<file path="src/cu128_pkg.sv">
// Types and constants shared by the checked 128-bit arithmetic unit.
// No dependencies.
package cu128_pkg;

  localparam logic [2:0] OP_ADD  = 3'd0;
  localparam logic [2:0] OP_MUL64 = 3'd1;
  localparam logic [2:0] OP_MUL128 = 3'd2;
  localparam logic [2:0] OP_DIV  = 3'd3;
  localparam logic [2:0] OP_WMUL = 3'd4;

  // restoring divide: 128 quotient bits, a few per stage
  localparam int DIV_BITS  = 128;
  localparam int DIV_STEPS = 4;
  localparam int DIV_STAGES = DIV_BITS / DIV_STEPS;
  // multiply / add track depth
  localparam int MUL_STAGES = 3;

  typedef struct packed {
    logic [2:0]  op;
    logic [63:0] a_hi;
    logic [63:0] a_lo;
    logic [63:0] b_hi;
    logic [63:0] b_lo;
  } in_word_t;

  typedef struct packed {
    logic [63:0] result_hi;
    logic [63:0] result_lo;
    logic [63:0] remainder;
    logic        overflow;
  } out_word_t;

  // one divide pipeline stage: dividend shifts out the top, quotient in the bottom
  typedef struct packed {
    logic         valid;
    logic [2:0]   op;
    logic [127:0] qd;
    logic [63:0]  rem;
    logic [63:0]  d;
  } div_stage_t;

endpackage

</file>
<file path="src/cu128_div_stage.sv">
// One registered stage of the 128/64 restoring divider, a few bits per stage.
// Depends on cu128_pkg.
module cu128_div_stage (
  input  logic                  clk,
  input  logic                  rst_n,
  input  logic                  en,
  input  cu128_pkg::div_stage_t stage_in,
  output cu128_pkg::div_stage_t stage_out
);

  cu128_pkg::div_stage_t stage_r;
  cu128_pkg::div_stage_t stage_nxt;

  always_comb begin
    logic [64:0]  s;
    logic [127:0] qd;
    logic [63:0]  rem;
    qd  = stage_in.qd;
    rem = stage_in.rem;
    s   = '0;
    for (int i = 0; i < cu128_pkg::DIV_STEPS; i++) begin
      s  = {rem, qd[127]};
      qd = {qd[126:0], 1'b0};
      if (s >= {1'b0, stage_in.d}) begin
        rem   = 64'(s - {1'b0, stage_in.d});
        qd[0] = 1'b1;
      end else begin
        rem = s[63:0];
      end
    end
    stage_nxt       = stage_in;
    stage_nxt.qd    = qd;
    stage_nxt.rem   = rem;
  end

  always_ff @(posedge clk) begin
    if (!rst_n) begin
      stage_r.valid <= 1'b0;
    end else if (en) begin
      stage_r.valid <= stage_nxt.valid;
    end
  end

  always_ff @(posedge clk) begin
    if (en) begin
      stage_r.op  <= stage_nxt.op;
      stage_r.qd  <= stage_nxt.qd;
      stage_r.rem <= stage_nxt.rem;
      stage_r.d   <= stage_nxt.d;
    end
  end

  assign stage_out = stage_r;

endmodule

</file>
<file path="config.mk">
export PLATFORM = sky130hd
export DESIGN_NAME = cu128_div_stage
export DESIGN_NICKNAME = d
export VERILOG_FILES = /design/src/cu128_pkg.sv /design/src/cu128_div_stage.sv
export SDC_FILE = /design/constraint.sdc
export NUM_CORES = 1
export LEC_CHECK = 0
export ABC_CLOCK_PERIOD_IN_PS = 17700
export CORE_MARGIN = 1.5
export CORE_UTILIZATION = 45
export CTS_BUF_LIST = sky130_fd_sc_hd__clkbuf_16
export DETAILED_ROUTE_END_ITERATION = 8
export DONT_BUFFER_PORTS = 1
export PLACE_DENSITY = 0.57
export SETUP_SLACK_MARGIN = 0.02
export SLEW_MARGIN = 20
export SYNTH_ARGS = -nofsm -noshare
export SYNTH_HDL_FRONTEND = slang
export SYNTH_SLANG_ARGS = --single-unit
export TNS_END_PERCENT = 20
</file>
<file path="constraint.sdc">
create_clock -name clk -period 17.7 [get_ports clk]
set_input_delay 3.54 -clock clk [delete_from_list [all_inputs] [get_ports clk]]
set_output_delay 3.54 -clock clk [all_outputs]
set_load 0.01 [all_outputs]
</file>
==> flow_summary.yaml, run 1 <==
power_and_ir_drop:
  powerDensity_nw_per_um2: 260.7
  swShare: 0.4335
  pwr-share-comb: 0.776
  power_uw: 7820
  intPower_uw: 4430
  p_seq_frac: 0.146
  ir_drop_v: 0.0001257
  p_switching_uw: 3390
  p_leak_uw: 0.01301
  clockPowerShare: 0.078
sta:
  slew_viol_final: 3
  fmax_mhz: 60.82
  worst_slew_pin_slew_ns: 1.501
  setup_ws_ns: 1.258
  hold_viol: 0
  slew_headroom: -0.0003823
  finalSetupViolations: 0
  post-route-period-util: 0.9289
  rsz0062_at_grt: "no"
  finalClockSkew_ns: 0
  finalCriticalPeriod_ns: 16.44
  fin_setup_tns_ns: 0
final_layout:
  fillCellCount: 5324
  drive_above_1_share: 0.1887
  largest_reg_flops: 260
  synthToLayoutAreaGrowth_pct: 16.80
  instances_no_fill: 3954
  final_nets: 3686
routing:
  drc: 0
  vias: 24190
  first_pass_iters: 5
  ant_nets: 0
  via_per_inst: 6.119
  dr.first_iter.drc_count: 2050
  drt-total-wl_mm: 103.2
  route.met3.wl_mm: 8.341
  met2_length_mm: 47.70
  top_layer: "met5"
  wl_per_cell_um: 26.11
  met1_length_mm: 43.97
clock_network:
  cts_sinks: 260
  cts_hold_buffers: 0
  htreeDepth: 1
  cts_setup_buffers: 0
  numCtsBuffers: 30
  clkLatencyLatePin_ns: 0.58
  tritoncts: "yes"
  clk_pin_slew_ns: 0.06
  root_buffer: "clkbuf_16"
  cts.repair.resized: 0
  clk_path_buf_depth: 3
critical_path:
  worst_setup_path_start_kind: "input port"
  crit_path_max_fanout: 25
  max_stage_delay_ns: 0.53
  critical_path_buf_inv_count: 8
  cp_common_cell: "buf_4"
  slowest_stage: "fa_1"
  path_depth: 54
  crit_type: "in -> reg"
  arrival_ns: 16.77
  required_ns: 18.03
  crit_family: "compound AO/OA/AOI/OAI gates"
  crit_path_end_kind: "flop"
  r2r.worst_path.cells: 2
yosys:
  synth_compound_area_frac: 0.2290
  ys_ff_latch: 260
  ys_async_sr_fraction: 0
  synth.area.mux_share: 0.07421
  syn_inst: 2865
  ys_seq_area_frac: 0.3037
  synth-xor-area-share: 0.07777
  synthAdderAreaFrac: 0.1279
  synthSimpleGateAreaFrac: 0.1451
  synth_nets: 3388
  synth_top_family_by_area: "compound AO/OA/AOI/OAI gates"
  ys_types: 90
  syn_area_um2: 25680
  yosysWarnings: 0
  synth_ff_type: "edfxtp_1"
  avgSynthCellArea_um2: 8.963
  synth_edf_count: 259
place:
  gp_congestion: 0.9772
  numPortBuffers: 0
  dp_hpwl_mm: 87.33
  dp_cells: 3887
  dp_slack_ns: 0.7060
global_route:
  grt_use_total: 0.3383
  grt_pass1_wl_mm: 149.2
  gr-total-overflow: 0
  grt_pass1_vias: 23120
  grt_max_degree: 261
  antenna_found_initial: 8
die:
  floorplan.initialDensity: 0.4554
  fp.dieW_um: 241.9
  die_y_um: 241.9
  coreArea_um2: 56390
  ios: 523
  num_rows: 87
  die_area_um2: 58510
run_status:
  outcome: "finished, violations left"
  violations: "slew limit"
job:
  drv_cap: 0
min_path:
  hp-class: "reg -> reg"
  hold_path_depth: 2
-- cells by family after synthesis --
| kind of cell | Yosys count |
|---|---|
| DFF | 260 |
| AOI/OAI and AO/OA | 934 |
| muxes | 154 |
| and+or+nand+nor | 779 |
| buffers and inverters | 250 |
| xor gates and xnor gates | 228 |
| adders and majority gates | 260 |
-- worst reg2reg max path: stages, from the launching register on --
cell,delay (ns)
dfxtp_1,0.40
mux2i_1,0.10
nor2b_1,0.19
-- cells in the mapped netlist (all sizes together) (9+ instances only) --
cell | n | area (um2)
o21a | 29 | 217.7
o21ai | 180 | 900.9
a21o | 133 | 998.5
edfxtp | 259 | 7777
nand3 | 52 | 260.3
a221oi | 9 | 78.83
o21bai | 48 | 360.4
a21boi | 18 | 150.2
nor2b | 26 | 162.7
nor2 | 215 | 807.0
buf | 41 | 302.8
and4 | 12 | 107.6
a21oi | 352 | 1765
mux2i | 10 | 100.1
a31oi | 26 | 168.9
nand4 | 67 | 419.2
o31ai | 18 | 148.9
xnor2 | 142 | 1244
nand2 | 238 | 893.4
a221o | 9 | 90.09
clkbuf | 71 | 266.5
a211oi | 25 | 210.2
and2 | 23 | 143.9
mux2 | 144 | 1805
xor2 | 86 | 753.2
o211ai | 16 | 125.1
ha | 256 | 3203
nor4 | 21 | 146.4
nor3 | 33 | 176.4
and3 | 31 | 193.9
nand2b | 19 | 118.9
or3 | 18 | 112.6
inv | 138 | 520.5
-- through the flow --
| stage | instance area, um2 | utilization | hold slack, ns |
|---|---|---|---|
| CTS | 29960 | 0.5313 | 0.6130 |
| finish | 29990 | 0.5319 | 0.6153 |
| detailed placement | 28990 | 0.5142 | 0.5786 |
| global route | 29980 | 0.5317 | 0.6434 |
| floorplan | 25680 | - | 0.5383 |
| global placement | 28990 | 0.5142 | 0.5829 |
-- area by class of cell --
class	count	area, um2	share of cell area
flip-flops and latches	260	7797	0.2600
diodes	13	32.53	0.001085
multi-input cells	2355	16800	0.5602
repair buffers	378	2925	0.09754
inverters	138	520.5	0.01735
clock buffers	31	775.7	0.02587
clock inverters	23	191.4	0.006383
well taps	756	945.9	0.03154
-- power by group through the flow --
stage / Sequential, uW / Clock (uW) / Combinational (uW)
final: 1140 / 613 / 6070
after detailed placement: 1150 / 0 / 5960
after CTS: 1140 / 631 / 5990
after floorplan: 1070 / 0 / 3880
after global placement: 1150 / 0 / 5890
after global routing: 1140 / 652 / 6540
-- final timing paths --
path | slack (ns) | endpoint | from
worst min register to register | 0.62 | stage_out[259]$_SDFFE_PN0P_ | stage_out[259]$_SDFFE_PN0P_
worst min-delay path | 0.62 | stage_out[259]$_SDFFE_PN0P_ | stage_out[259]$_SDFFE_PN0P_
worst max register to register | 16.94 | stage_out[259]$_SDFFE_PN0P_ | stage_out[259]$_SDFFE_PN0P_
worst max-delay path | 1.26 | stage_out[79]$_DFFE_PP_ | stage_in[1]
-- cells in the final DEF, fill, tap and decap left out, types with 17 or more instances in the layout --
cell | netlist | layout
ha_1 | 256 | 256
nand3_1 | 52 | 52
nor3_1 | 32 | 32
nand2b_1 | 19 | 19
o21a_1 | 29 | 29
mux2_4 | 49 | 49
nor4_1 | 20 | 20
xor2_1 | 86 | 86
nand2_1 | 238 | 238
o21ai_0 | 172 | 172
a211oi_1 | 22 | 22
buf_4 | 7 | 371
a21o_1 | 133 | 133
and3_1 | 31 | 31
nand4_1 | 67 | 67
nor2_1 | 215 | 215
o21bai_1 | 48 | 48
edfxtp_1 | 259 | 259
inv_1 | 136 | 139
and2_1 | 23 | 23
mux2_2 | 95 | 95
xnor2_1 | 142 | 142
a31oi_1 | 25 | 25
nor2b_1 | 26 | 26
a21oi_1 | 351 | 351
o31ai_1 | 17 | 17
or3_1 | 18 | 18
clkbuf_16 | 0 | 31
-- per-layer routing --
metal	global-route usage	vias up
met3	0.07081	123
met5	0	-
li1	-	11330
met4	0.1006	2
met2	0.5576	1059
met1	0.4451	11680
(Power assumes the default switching activity.)
==> inputs of run 2 (changes only) <==
- CELL_PAD_IN_SITES_DETAIL_PLACEMENT: default -> 1
- CELL_PAD_IN_SITES_GLOBAL_PLACEMENT: default -> 1
- PLACE_DENSITY: 0.57 -> 0.73
- SETUP_SLACK_MARGIN: 0.02 -> default
==> run 2 against run 1 <==
Compared with the run above: the run now ends clean; sequential cell count is the same; setup slack got worse by 0.58 ns; combinational power rose by 9.1%; maximum frequency fell by 3.4%; die area did not move; cell count is 0.25% higher; via count is 1.3% higher; design area up 0.15%; clock power decreased by 2%; wire length grew 6.3%; utilization rose by 0.082 points; global-route usage increased by 2.4 points.
==> flow_summary.yaml, run 2 (synthesis results as in run 1) <==
final_layout:
  final_nets: 3693
  final_area_um2: 30040
  layout_common_cells: "379 x buf_4, 351 x a21oi_1, 259 x edfxtp_1, 256 x ha_1, 238 x nand2_1"
  final_common_cell: "buf_4"
  largest_reg_flops: 260
  drive_above_1_share: 0.1905
  post-route-util: 0.5327
  synthToLayoutAreaGrowth_pct: 16.98
global_route:
  gr-total-overflow: 0
  grt_use_total: 0.3624
  grt_pass1_wl_mm: 162.3
  grt_pass1_vias: 25140
  antenna_found_initial: 9
  grt_max_degree: 261
power_and_ir_drop:
  intPower_uw: 4575
  clockPowerShare: 0.072
  powerDensity_nw_per_um2: 277.3
  p_leak_uw: 0.01303
  pwr-share-comb: 0.795
  p_switching_uw: 3754
  p_seq_frac: 0.133
  ir_drop_v: 0.0001932
  swShare: 0.4507
die:
  ios: 523
  die_area_um2: 58510
  floorplan.initialDensity: 0.4554
  fp.dieW_um: 241.9
  die_y_um: 241.9
  coreArea_um2: 56390
  num_rows: 87
sta:
  hold_viol: 0
  fin_setup_tns_ns: 0
  slew_headroom: 0.2799
  fmax_mhz: 58.74
  rsz0062_at_grt: "no"
  worst_slew_pin_slew_ns: 1.080
  finalCriticalPeriod_ns: 17.02
  finalSetupViolations: 0
  slew_viol_final: 0
  finalClockSkew_ns: 0
  post-route-period-util: 0.9618
critical_path:
  crit_type: "in -> reg"
  crit_path_end_kind: "flop"
  worst_setup_path_start_kind: "input port"
  critical_path_buf_inv_count: 11
  rrSetupSlack_ns: 16.91
  crit-reg2reg-launch: "stage_out[259]$_SDFFE_PN0P_"
  crit_path_max_fanout: 27
  max_stage_delay_ns: 0.54
  crit_start: "stage_in[4]"
  required_ns: 18.02
  r2r.worst_path.cells: 2
  arrival_ns: 17.35
  crit_family: "compound AO/OA/AOI/OAI gates"
  cp_common_cell: "buf_4"
  slowest_stage: "ha_1"
  r2r-end: "stage_out[259]$_SDFFE_PN0P_"
clock_network:
  clk_pin_slew_ns: 0.06
  tritoncts: "yes"
  root_buffer: "clkbuf_16"
  numCtsBuffers: 28
  htreeDepth: 1
  clk_path_buf_depth: 3
  clkLatencyLatePin_ns: 0.57
  cts_sinks: 260
place:
  numPortBuffers: 0
  dp_hpwl_mm: 92.37
  post_dp_cell_area_um2: 29060
  gp_congestion: 0.9892
routing:
  ant_nets: 0
  via_per_inst: 6.184
  wl_per_cell_um: 27.67
  drc: 0
  drt-total-wl_mm: 109.7
  dr.first_iter.drc_count: 1677
  vias: 24520
  first_pass_iters: 5
min_path:
  whs_endpoint: "stage_out[259]$_SDFFE_PN0P_"
  hold_path_depth: 2
  hp-class: "reg -> reg"
  hp-start: "stage_out[259]$_SDFFE_PN0P_"
run_status:
  outcome: "completed"
job:
  drv_cap: 0
==> run 2: worst max path at each step <==
stage,to,cells past startpoint
after detailed placement,stage_out[123]$_DFFE_PP_,53
final,stage_out[123]$_DFFE_PP_,55
after global routing,stage_out[123]$_DFFE_PP_,57
after floorplan,stage_out[100]$_DFFE_PP_,60
after CTS,stage_out[123]$_DFFE_PP_,53
after global placement,stage_out[123]$_DFFE_PP_,53
==> run 2: through the flow <==
step / cells / hold WS, ns / power [uW] / worst slack, ns
after global placement: 3896 / 0.5744 / 7346 / 0.5982
after CTS: 3948 / 0.6448 / 8252 / 0.7386
final: 3964 / 0.6491 / 8329 / 0.6753
after global routing: 3962 / 0.6718 / 8800 / 0.03204
after detailed placement: 3896 / 0.5911 / 7580 / 0.1968
after floorplan: 2865 / 0.5383 / 4947 / 2.032
==> run 2: worst min-delay path, delay by kind of cell, from the launching register on <==
family	cells	cell delay, ns
DFF	1	0.36
muxes	1	0.15
and+or+nand+nor	1	0.08
==> run 2: per-layer routing <==
layer | share of wire | global-route usage | up-vias
met5 | 0 | 0 | -
li1 | - | - | 11320
met3 | 0.065 | 0.07214 | 168
met1 | 0.41 | 0.4422 | 12210
met2 | 0.48 | 0.6255 | 811
met4 | 0.045 | 0.1432 | 0
==> run 2: repair_timing <==
item,4_1_cts,5_1_grt
hold buffers,0,0
setup endpoints to repair,0,2
resized for setup,0,2
buffers inserted,0,0
==> run 2: power groups by stage <==
stage	clock network, uW	logic (uW)	registers, uW
2_1_floorplan	0	3880	1070
3_3_place_gp	0	6230	1120
3_5_place_dp	0	6460	1120
4_1_cts	610	6530	1110
5_1_grt	625	7060	1110
6_report	599	6620	1110
==> run 2: cell type report <==
cell class	count	area [um2]
multi-input cells	2355	16810
clock buffers	29	725.7
repair buffers	387	2997
inverters	138	521.8
flip-flops and latches	260	7797
clock inverters	23	201.4
fillers	6671	26350
well taps	756	945.9
diodes	16	40.04
